## config.mk

```make
export PLATFORM = sky130hd
export DESIGN_NAME = sample_window_trend_detector
export DESIGN_NICKNAME = d
export VERILOG_FILES = /design/src/sv/swtd_pkg.sv /design/src/sv/swtd_trend_cmp.sv /design/src/sv/sample_window_trend_detector.sv
export SDC_FILE = /design/constraint.sdc
export NUM_CORES = 1
export LEC_CHECK = 0
export ABC_CLOCK_PERIOD_IN_PS = 6940
export BUFFER_PORTS_ARGS = -buffer_cell sky130_fd_sc_hd__buf_2
export CORE_UTILIZATION = 50
export DETAILED_ROUTE_END_ITERATION = 10
export PLACE_DENSITY = 0.67
export SYNTH_ARGS = -nofsm -noshare
export SYNTH_HDL_FRONTEND = slang
export SYNTH_HIERARCHICAL = 1
export SYNTH_SLANG_ARGS = --single-unit
export TNS_END_PERCENT = 20
```

## constraint.sdc

```tcl
create_clock -name clk -period 6.94 [get_ports clk]
set_clock_uncertainty 0.15 [all_clocks]
set_input_delay 0.694 -clock clk [delete_from_list [all_inputs] [get_ports clk]]
set_output_delay 0.694 -clock clk [all_outputs]
set_load 0.01 [all_outputs]
```

## src/sv/swtd_pkg.sv

```systemverilog
`timescale 1ns / 1ps
// Shared types and constants for the sample window trend detector.
// No dependencies.
package swtd_pkg;

	localparam int PRESSURE_W = 14;
	localparam int TIME_W     = 32;
	localparam int THRESH_W   = 10;
	localparam int SLOT_W     = 4;
	localparam int REG_IDX_W  = 2;
	localparam int REG_DATA_W = 32;

	localparam logic [SLOT_W-1:0]   SLOT_PERIOD    = 4'd12;
	localparam logic [SLOT_W-1:0]   SLOT_FIRST     = 4'd1;
	localparam logic [TIME_W-1:0]   INTERVAL_RESET = 32'd3600000;
	localparam logic [THRESH_W-1:0] THRESH_RESET   = 10'd10;

	localparam logic [REG_IDX_W-1:0] REG_SAMPLE_INTERVAL = 2'd0;
	localparam logic [REG_IDX_W-1:0] REG_TREND_THRESHOLD = 2'd1;

	typedef enum logic [1:0] {
		TREND_STEADY  = 2'd0,
		TREND_RISING  = 2'd1,
		TREND_FALLING = 2'd2
	} trend_t;

endpackage

```

## src/sv/swtd_trend_cmp.sv

```systemverilog
`timescale 1ns / 1ps
// Trend decision: newest minus oldest sample against a symmetric threshold.
// Depends on swtd_pkg.
module swtd_trend_cmp (
	input  logic                           enough,
	input  logic [swtd_pkg::PRESSURE_W-1:0] newest,
	input  logic [swtd_pkg::PRESSURE_W-1:0] oldest,
	input  logic [swtd_pkg::THRESH_W-1:0]   threshold,
	output swtd_pkg::trend_t               trend
);

	logic [swtd_pkg::PRESSURE_W:0]   diff_up;
	logic [swtd_pkg::PRESSURE_W:0]   diff_dn;
	logic [swtd_pkg::PRESSURE_W-1:0] thr_ext;
	logic                            rise;
	logic                            fall;

	always_comb begin
		diff_up = {1'b0, newest} - {1'b0, oldest};
		diff_dn = {1'b0, oldest} - {1'b0, newest};
		thr_ext = swtd_pkg::PRESSURE_W'(threshold);
		rise = !diff_up[swtd_pkg::PRESSURE_W] &&
			(diff_up[swtd_pkg::PRESSURE_W-1:0] > thr_ext);
		fall = !diff_dn[swtd_pkg::PRESSURE_W] &&
			(diff_dn[swtd_pkg::PRESSURE_W-1:0] > thr_ext);
		if (!enough) begin
			trend = swtd_pkg::TREND_STEADY;
		end else if (rise) begin
			trend = swtd_pkg::TREND_RISING;
		end else if (fall) begin
			trend = swtd_pkg::TREND_FALLING;
		end else begin
			trend = swtd_pkg::TREND_STEADY;
		end
	end

endmodule

```

## src/sv/sample_window_trend_detector.sv

```systemverilog
`timescale 1ns / 1ps
// The result passes through two register stages, ring read and output, before it
// reaches the output; a stall on out_ready can hold it in the ring read stage.
// Throughput: one transaction per cycle unless out_ready stalls the output; the ring
// memory takes one write and one read per cycle; oldest is read as newest is written.
// Reset: asynchronous, active low; clears pointers, fill, slot, timers, registers
// and valid flags. Ring contents are not cleared; trends use only written entries.
// Depends on swtd_pkg and swtd_trend_cmp.
module sample_window_trend_detector #(
	parameter int WINDOW_DEPTH = 16
) (
	input  logic                                 clk,
	input  logic                                 arst_n,
	input  logic                                 wr_en,
	input  logic [swtd_pkg::REG_IDX_W-1:0]       wr_index,
	input  logic [swtd_pkg::REG_DATA_W-1:0]      wr_data,
	input  logic                                 in_valid,
	output logic                                 in_ready,
	input  logic                                 sample_valid,
	input  logic [swtd_pkg::PRESSURE_W-1:0]      pressure,
	input  logic [swtd_pkg::TIME_W-1:0]          now_ms,
	output logic                                 out_valid,
	input  logic                                 out_ready,
	output logic                                 stored,
	output logic [$clog2(WINDOW_DEPTH+1)-1:0]    sample_count,
	output logic [1:0]                           trend,
	output logic [swtd_pkg::SLOT_W-1:0]          period_slot
);

	localparam int PW = $clog2(WINDOW_DEPTH);
	localparam int FW = $clog2(WINDOW_DEPTH + 1);

	logic [swtd_pkg::PRESSURE_W-1:0] ring_mem [WINDOW_DEPTH];

	logic [swtd_pkg::TIME_W-1:0]   interval_q;
	logic [swtd_pkg::THRESH_W-1:0] threshold_q;
	logic [PW-1:0]                 head_q;
	logic [PW-1:0]                 tail_q;
	logic [FW-1:0]                 fill_q;
	logic [swtd_pkg::TIME_W-1:0]   last_time_q;
	logic [swtd_pkg::SLOT_W-1:0]   slot_q;
	logic [swtd_pkg::PRESSURE_W-1:0] newest_q;
	logic [swtd_pkg::PRESSURE_W-1:0] rd_data_q;

	logic                            s1_valid_q;
	logic                            stored_s1;
	logic [FW-1:0]                   fill_s1;
	logic [swtd_pkg::SLOT_W-1:0]     slot_s1;
	logic [swtd_pkg::PRESSURE_W-1:0] newest_s1;

	logic                          out_valid_q;
	logic                          out_stored_q;
	logic [FW-1:0]                 out_fill_q;
	swtd_pkg::trend_t              out_trend_q;
	logic [swtd_pkg::SLOT_W-1:0]   out_slot_q;

	logic                          in_fire;
	logic                          s1_adv;
	logic                          push;
	logic                          full;
	logic [swtd_pkg::TIME_W-1:0]   elapsed;
	logic [PW-1:0]                 head_inc;
	logic [PW-1:0]                 tail_inc;
	logic [PW-1:0]                 tail_next;
	logic [FW-1:0]                 fill_next;
	logic [swtd_pkg::SLOT_W-1:0]   slot_next;
	swtd_pkg::trend_t              trend_s1;

	always_comb begin
		s1_adv   = !out_valid_q || out_ready;
		in_ready = !s1_valid_q || s1_adv;
		in_fire  = in_valid && in_ready;
		full     = (fill_q == FW'(WINDOW_DEPTH));
		elapsed  = now_ms - last_time_q;
		push     = in_fire && sample_valid &&
			((fill_q == '0) || (elapsed >= interval_q));
		head_inc = (head_q == PW'(WINDOW_DEPTH - 1)) ? '0 : head_q + 1'b1;
		tail_inc = (tail_q == PW'(WINDOW_DEPTH - 1)) ? '0 : tail_q + 1'b1;
		tail_next = (push && full) ? tail_inc : tail_q;
		fill_next = (push && !full) ? fill_q + 1'b1 : fill_q;
		if (push && (fill_q != '0)) begin
			slot_next = (slot_q >= swtd_pkg::SLOT_PERIOD) ?
				swtd_pkg::SLOT_FIRST : slot_q + 1'b1;
		end else begin
			slot_next = slot_q;
		end
	end

	// ring: write newest at head, read the oldest of the updated window
	always_ff @(posedge clk) begin
		if (push) begin
			ring_mem[head_q] <= pressure;
		end
		if (in_fire) begin
			rd_data_q <= ring_mem[tail_next];
		end
	end

	always_ff @(posedge clk or negedge arst_n) begin
		if (!arst_n) begin
			interval_q  <= swtd_pkg::INTERVAL_RESET;
			threshold_q <= swtd_pkg::THRESH_RESET;
		end else if (wr_en) begin
			unique case (wr_index)
				swtd_pkg::REG_SAMPLE_INTERVAL: interval_q <= wr_data;
				swtd_pkg::REG_TREND_THRESHOLD:
					threshold_q <= wr_data[swtd_pkg::THRESH_W-1:0];
				default: ;
			endcase
		end
	end

	always_ff @(posedge clk or negedge arst_n) begin
		if (!arst_n) begin
			head_q      <= '0;
			tail_q      <= '0;
			fill_q      <= '0;
			last_time_q <= '0;
			slot_q      <= swtd_pkg::SLOT_FIRST;
		end else if (push) begin
			head_q      <= head_inc;
			tail_q      <= tail_next;
			fill_q      <= fill_next;
			last_time_q <= now_ms;
			slot_q      <= slot_next;
		end
	end

	always_ff @(posedge clk) begin
		if (push) begin
			newest_q <= pressure;
		end
		if (in_fire) begin
			stored_s1 <= push;
			fill_s1   <= fill_next;
			slot_s1   <= slot_next;
			newest_s1 <= push ? pressure : newest_q;
		end
	end

	always_ff @(posedge clk or negedge arst_n) begin
		if (!arst_n) begin
			s1_valid_q <= 1'b0;
		end else if (in_ready) begin
			s1_valid_q <= in_fire;
		end
	end

	swtd_trend_cmp u_cmp (
		.enough    (fill_s1 >= FW'(2)),
		.newest    (newest_s1),
		.oldest    (rd_data_q),
		.threshold (threshold_q),
		.trend     (trend_s1)
	);

	always_ff @(posedge clk or negedge arst_n) begin
		if (!arst_n) begin
			out_valid_q <= 1'b0;
		end else if (s1_adv) begin
			out_valid_q <= s1_valid_q;
		end
	end

	always_ff @(posedge clk) begin
		if (s1_adv && s1_valid_q) begin
			out_stored_q <= stored_s1;
			out_fill_q   <= fill_s1;
			out_trend_q  <= trend_s1;
			out_slot_q   <= slot_s1;
		end
	end

	assign out_valid    = out_valid_q;
	assign stored       = out_stored_q;
	assign sample_count = out_fill_q;
	assign trend        = out_trend_q;
	assign period_slot  = out_slot_q;

`ifndef SYNTHESIS
	a_fill_range: assert property (@(posedge clk) disable iff (!arst_n)
		fill_q <= FW'(WINDOW_DEPTH))
		else $error("window fill above depth");

	a_ring_ptrs: assert property (@(posedge clk) disable iff (!arst_n)
		(fill_q == '0 || fill_q == FW'(WINDOW_DEPTH)) |-> head_q == tail_q)
		else $error("ring head and tail disagree with fill");

	a_slot_range: assert property (@(posedge clk) disable iff (!arst_n)
		slot_q >= swtd_pkg::SLOT_FIRST && slot_q <= swtd_pkg::SLOT_PERIOD)
		else $error("period slot out of range");

	a_trend_needs_two: assert property (@(posedge clk) disable iff (!arst_n)
		(out_valid_q && out_trend_q != swtd_pkg::TREND_STEADY) |-> out_fill_q >= FW'(2))
		else $error("trend reported with fewer than two samples");
`endif

endmodule
```

Word level (Yosys, flattened, before mapping)
Memory sizes are Yosys's and may differ from the RTL's. A register that Yosys moved wholly into a read port is not among the register bits.
Index checks and enable logic that the tools add are counted.
{"block": "word_totals", "register_bits": 143, "ramBits": 224, "input_bits": 86, "out_inout_bits": 14, "wordCells": 71, "mem_count": 1}
{"block": "op_classes", "n_addsub": 7, "magnitude_cmp": 5, "n_eq_ne": 4, "n_mux": 11, "bitwise_logic": 1, "n_reduce_logical": 23}
{"name": "ring_mem", "words": 16, "width": 14, "rd": 1, "rd_ports_with_merged_regs": 1, "wr": 1, "line_no": "sample_window_trend_detector.sv:33", "source": "logic [swtd_pkg::PRESSURE_W-1:0] ring_mem [WINDOW_DEPTH];"}
{"cell": "32-bit greater-or-equal comparator", "n": 1}
{"cell": "32-bit subtractor", "n": 1}
{"cell": "14-bit by 14-bit subtractor with 15-bit output", "n": 2}
{"cell": "14-bit by 10-bit greater-than comparator with 1-bit output", "n": 2}
{"cell": "4-bit 2-to-1 mux", "n": 5}
{"cell": "14-bit 2-to-1 mux", "n": 1}
{"cell": "4-bit by 1-bit adder with 4-bit output (second input constant)", "n": 3}
{"cell": "1-bit logical AND", "n": 9}
{"cell": "4-bit equality test (second input constant)", "n": 2}
{"cell": "5-bit by 1-bit adder with 5-bit output (second input constant)", "n": 1}
{"cell": "5-bit equality test (second input constant)", "n": 1}
{"cell": "5-bit by 2-bit greater-or-equal comparator with 1-bit output (second input constant)", "n": 1}
{"cell": "1-bit zero test", "n": 5}
{"cell": "5-bit zero test", "n": 1}
{"cell": "5-bit 2-to-1 mux", "n": 1}
{"cell": "5-bit nonzero test", "n": 1}
{"cell": "4-bit greater-or-equal comparator (second input constant)", "n": 1}
{"cell": "2-bit AND reduction", "n": 2}
{"cell": "1-bit logical OR", "n": 3}
{"cell": "1-bit 2-to-1 mux", "n": 3}
{"cell": "2-bit by 1-bit equality test with 1-bit output (second input constant)", "n": 1}
{"cell": "2-bit zero test", "n": 1}
{"cell": "2-bit 2-to-1 mux", "n": 1}
{"cell": "2-bit OR reduction", "n": 1}
{"cell": "1-bit NOT", "n": 1}

Logic depth before layout (Yosys ltp)
{"block": "depth", "depth_word": 8, "ltp_mapped": 26, "mapped_depth_nobuf": 24}

Cells and area by module
The synthesis kept the hierarchy.
{"module": "sample_window_trend_detector", "n_inst": 1, "cells_per_inst": 1501, "area_each_um2": 18109.9, "seq_area_each_um2": 10852.9}
{"module": "swtd_trend_cmp", "n_inst": 1, "cells_per_inst": 266, "area_each_um2": 1944.4, "seq_area_each_um2": 0.0}

Worst setup path before layout
OpenSTA, ideal clock, no wires.
{"block": "synth_path", "path_type": "input to register", "from": "in now_ms[0] (netlist bit)", "to": "reg rd_data_q[10] (netlist bit), read port of ring_mem (data pin)", "arrival_time_ps": 5654, "setup_slack_ps": 862, "stages": 25, "cell_sequence": "inv_1 > ha_1 > inv_1 > fa_1 > a211oi_1 > nor3_1 > o41ai_2 > o22ai_1 > a2111o_1 > a311oi_1 > o21ai_1 > a21oi_1 > xnor2_1 > ha_1 > nand4_2 > nor4_1 > o21ai_1 > a211o_4 > nand2_1 > mux2i_2 > buf_4 > buf_2 > o211ai_1 > a32oi_1 > o221ai_2"}
{"block": "synth_via", "elab_chain_len": 6}
{"item": "start: declaration", "line_no": "sample_window_trend_detector.sv:21", "source": "input logic [swtd_pkg::TIME_W-1:0] now_ms,"}
{"item": "32-bit subtractor", "line_no": "sample_window_trend_detector.sv:74", "source": "elapsed = now_ms - last_time_q;"}
{"item": "32-bit greater-or-equal comparator", "line_no": "sample_window_trend_detector.sv:76", "source": "((fill_q == '0) || (elapsed >= interval_q));"}
{"item": "1-bit logical OR", "line_no": "sample_window_trend_detector.sv:76"}
{"item": "1-bit logical AND", "line_no": "sample_window_trend_detector.sv:75", "source": "push = in_fire && sample_valid &&"}
{"item": "1-bit logical AND", "line_no": "sample_window_trend_detector.sv:79", "source": "tail_next = (push && full) ? tail_inc : tail_q;"}
{"item": "4-bit 2-to-1 mux", "line_no": "sample_window_trend_detector.sv:79"}
{"item": "end: declaration", "line_no": "sample_window_trend_detector.sv:43", "source": "logic [swtd_pkg::PRESSURE_W-1:0] rd_data_q;"}
Every way passes these cells.
A chain may end at the register's enable or synchronous reset.

Worst setup path in the final report
{"block": "layout_path", "from": "reg last_time_q[0] (netlist bit)", "to": "reg rd_data_q[9] (netlist bit), read port of ring_mem (data pin)"}
{"block": "layout_via", "elab_chain_len": 6}
{"item": "start: declaration", "line_no": "sample_window_trend_detector.sv:40", "source": "logic [swtd_pkg::TIME_W-1:0] last_time_q;"}
{"item": "start signal: assignment", "line_no": "sample_window_trend_detector.sv:124", "source": "last_time_q <= now_ms;"}
{"item": "32-bit subtractor", "line_no": "sample_window_trend_detector.sv:74"}
{"item": "32-bit greater-or-equal comparator", "line_no": "sample_window_trend_detector.sv:76"}
{"item": "1-bit logical OR", "line_no": "sample_window_trend_detector.sv:76"}
{"item": "1-bit logical AND", "line_no": "sample_window_trend_detector.sv:75"}
{"item": "1-bit logical AND", "line_no": "sample_window_trend_detector.sv:79"}
{"item": "4-bit 2-to-1 mux", "line_no": "sample_window_trend_detector.sv:79"}
Every way passes these cells.

==> reports/summary.txt <==
status = complete, no violations
FF+latch count, synth = 381
pwr/cell area = 390 nW/um2
drt wl/cell = 19.6 um
CP endpoint = rd_data_q[9]$_DFFE_PP_
1st-iter DRT viols = 1190
Remaining DRCs = 0
Max IR drop VDD = 0.191 mV
Worst-Skew Late Latency = 0.58 ns
Setup crit start kind = flop
Slew HR = 28.5%
area of the core = 39100 um2
Final setup viols = 0
Hold WC Path Type = input pin to flop
final core utilization = 58.0%
Ports = 100
Mapped Cells = 1767
worst-margin pin slew = 1.07 ns
gpl congestion = 0.884
Root Buffer = clkbuf_16
f_max = 152 MHz
Final nets = 2074
# fillers = 3273
gr usage total = 23.3%
vias in the first global route = 13600
worst slack, placed = -0.193 ns
worst hold slack = 0.170 ns
r2r setup slk = 0.35 ns
library cells used by synthesis = 88
Critical Path RT = 7.10 ns
Overflow after GRT = 0
most frequent cells in the layout = edfxtp_1, nand2_1, inv_1
CP Capture Type = flop
Seq/Total Area, Yosys = 54.1%
Final ANT Viol Nets = 0
CTS Buf Count = 43
first-pass GRT wire length = 74700 um
P_leak = 9.41 nW
syn_nets = 1974
clk sinks = 381
number of synthesized flops with an enable pin = 274
vias after detailed routing = 13800
Worst EP arrival = 6.75 ns
initial antenna violation count = 0
die area = 40900 um2
Synth async-reset ratio = 24.4%
antenna cell count = 0
Post-DP HPWL = 32900 um
Die Ht = 202 um
beginning of the critical path = last_time_q[0]$_DFFE_PN0P_
share of cells above drive strength 1 = 15.3%
DR vias/cell = 5.72
Setup CP Type = flop to flop
peak per-stage delay on the critical path = 0.50 ns
design area = 22700 um2
routed wire length = 47400 um
Avg Cell Area, Syn = 11.3 um2
commonest non-fill, non-tap cell in the layout = edfxtp_1
largest fanout on the critical path = 29
setup bufs post-CTS = 0
family with the most delay on the worst path = compound AO/OA/AOI/OAI gates
worst reg2reg path startpoint = last_time_q[0]$_DFFE_PN0P_
crit path time final = 6.59 ns
Max Cap Viol = 0
Yosys top cell area share = 41.0%
CP Cell Sequence = ha_1 -> inv_1 -> fa_1 -> a211oi_2 -> nor3_1 -> o41ai_2 -> o22ai_1 -> a2111o_1 -> a311oi_1 -> o21ai_1 -> a21oi_1 -> xnor2_1 -> ha_1 -> nand4_2 -> nor4_1 -> o21ai_1 -> a211o_4 -> nand2_1 -> mux2i_4 -> clkbuf_16 -> o211ai_1 -> a32oi_1 -> o221ai_1
placed inst area = 21200 um2
IO buf count = 99
clock tree buffer depth = 3
Post-Syn Area = 20100 um2
final worst-path cycle share = 94.9%
CP Buf/Inv Count = 2
top_reg_cell synth = edfxtp_1
Slew Limit Fails = 0
largest net degree at the start of global routing = 83
Initial Util = 51.3%
H-tree depth = 2
final hold viol count = 0
CP max-delay cell = o41ai_2
synthesis-to-finish area growth = 13.0%
worst r2r dst = rd_data_q[9]$_DFFE_PP_
Synth area leaders = edfxtp_1, dfrtp_1, ha_1, nand2_1, mux2i_1
Yosys top cell by area = edfxtp_1
1st-pass router iterations = 5
Final WS setup = 0.352 ns
row cnt = 72
clock-pin slew on the worst setup and hold paths = 0.06 ns
CTS tree = built
Worst Reg-to-Reg Cells = 23
WP depth = 23
Die X = 202 um
Ys Warns = 6
-- logic make-up (layout without fill, tap and decap cells) --
logic type,after synthesis,after routing,share of synthesized area (%)
adders and majority gates,121,121,7.66
DFF,381,381,54.1
AOI/OAI and AO/OA,423,423,14.7
and+or+nand+nor,458,458,10.7
buffers and inverters,217,352,4.64
xor gates and xnor gates,60,60,2.62
muxes,107,107,5.60
-- cells in the mapped netlist (12+ instances only) --
| cell type | n |
|---|---|
| buf_2 | 12 |
| nor3_1 | 37 |
| edfxtp_1 | 274 |
| dfxtp_1 | 14 |
| dfstp_2 | 14 |
| a21oi_1 | 68 |
| nand2_1 | 226 |
| o21a_1 | 12 |
| a32oi_1 | 16 |
| mux2_2 | 38 |
| a311oi_1 | 31 |
| mux2i_1 | 68 |
| and3_1 | 14 |
| inv_1 | 134 |
| o21ai_0 | 128 |
| dfrtp_1 | 79 |
| nor2_1 | 42 |
| o211ai_1 | 15 |
| and2_1 | 15 |
| nand2b_1 | 37 |
| xnor2_1 | 49 |
| a21o_1 | 32 |
| nand3_1 | 45 |
| a22oi_1 | 29 |
| ha_1 | 118 |
| clkbuf_1 | 53 |
-- stage by stage --
stage | TNS, ns | power [mW] | cells
after floorplan | 0 | 5.64 | 1767
after global placement | 0 | 6.43 | 2338
after detailed placement | -1.93 | 6.53 | 2338
after CTS | 0 | 8.87 | 2419
after global routing | -0.00178 | 9.43 | 2420
final | 0 | 8.83 | 2420
-- metal layers --
metal	up-vias	track usage [%]	share of wire, %
met5	-	0	0
met3	89	3.93	5.7
met1	6685	31.9	45
met4	0	8.27	2.9
li1	6679	-	-
met2	388	37.4	46
-- worst min-delay path by stage --
stage,end,startpoint,cells after the start,slack (ns)
after floorplan,fill_q[0]$_DFFE_PN0P_,arst_n,0,0.25
after global placement,sample_count[0]$_DFFE_PP_,fill_s1[0]$_DFFE_PP_,0,0.25
after detailed placement,sample_count[0]$_DFFE_PP_,fill_s1[0]$_DFFE_PP_,0,0.26
after CTS,interval_q[24]$_DFFE_PN0P_,wr_data[24],3,0.14
after global routing,interval_q[25]$_DFFE_PN0P_,wr_data[25],3,0.18
final,interval_q[24]$_DFFE_PN0P_,wr_data[24],3,0.17
-- power by group --
part	internal, mW	switching [mW]
clock network	1.35	0.957
registers	2.83	0.150
logic	1.48	2.07
total	5.66	3.18
-- layout make-up --
type / instances / area (um2) / area share (%)
sequential: 381 / 10900 / 47.9
multi-input combinational: 1169 / 8310 / 36.7
clock buffer: 48 / 1100 / 4.88
timing repair buffer: 136 / 887 / 3.91
tap: 518 / 648 / 2.86
inverter: 136 / 512 / 2.26
clock inverter: 32 / 345 / 1.52
-- state kept, by name (all words and copies together) (netlist names), 2 cells and up --
signal / flops
trend: 2
period_slot: 4
newest_q: 14
slot_s1: 4
threshold_q: 10
sample_count: 5
newest_s1: 14
fill_s1: 5
fill_q: 5
tail_q: 4
head_q: 4
slot_q: 4
rd_data_q: 14
ring_mem: 224
last_time_q: 32
interval_q: 32
-- repair_timing --
action | 4_1_cts | 5_1_grt
gates resized for setup | 0 | 2
endpoints found under the setup margin | 0 | 14
endpoints found under the hold margin | 33 | 0
hold buffers | 1 | 0
-- worst register-to-register path, stage by stage, from the launching register on --
cell,delay (ns)
dfrtp_1,0.36
ha_1,0.18
inv_1,0.06
fa_1,0.40
a211oi_2,0.27
nor3_1,0.10
o41ai_2,0.50
o22ai_1,0.26
a2111o_1,0.47
a311oi_1,0.41
o21ai_1,0.13
a21oi_1,0.19
xnor2_1,0.10
ha_1,0.29
nand4_2,0.13
nor4_1,0.28
o21ai_1,0.21
a211o_4,0.39
nand2_1,0.19
mux2i_4,0.38
clkbuf_16,0.30
o211ai_1,0.17
a32oi_1,0.27
o221ai_1,0.16
(Power assumes the default switching activity.)
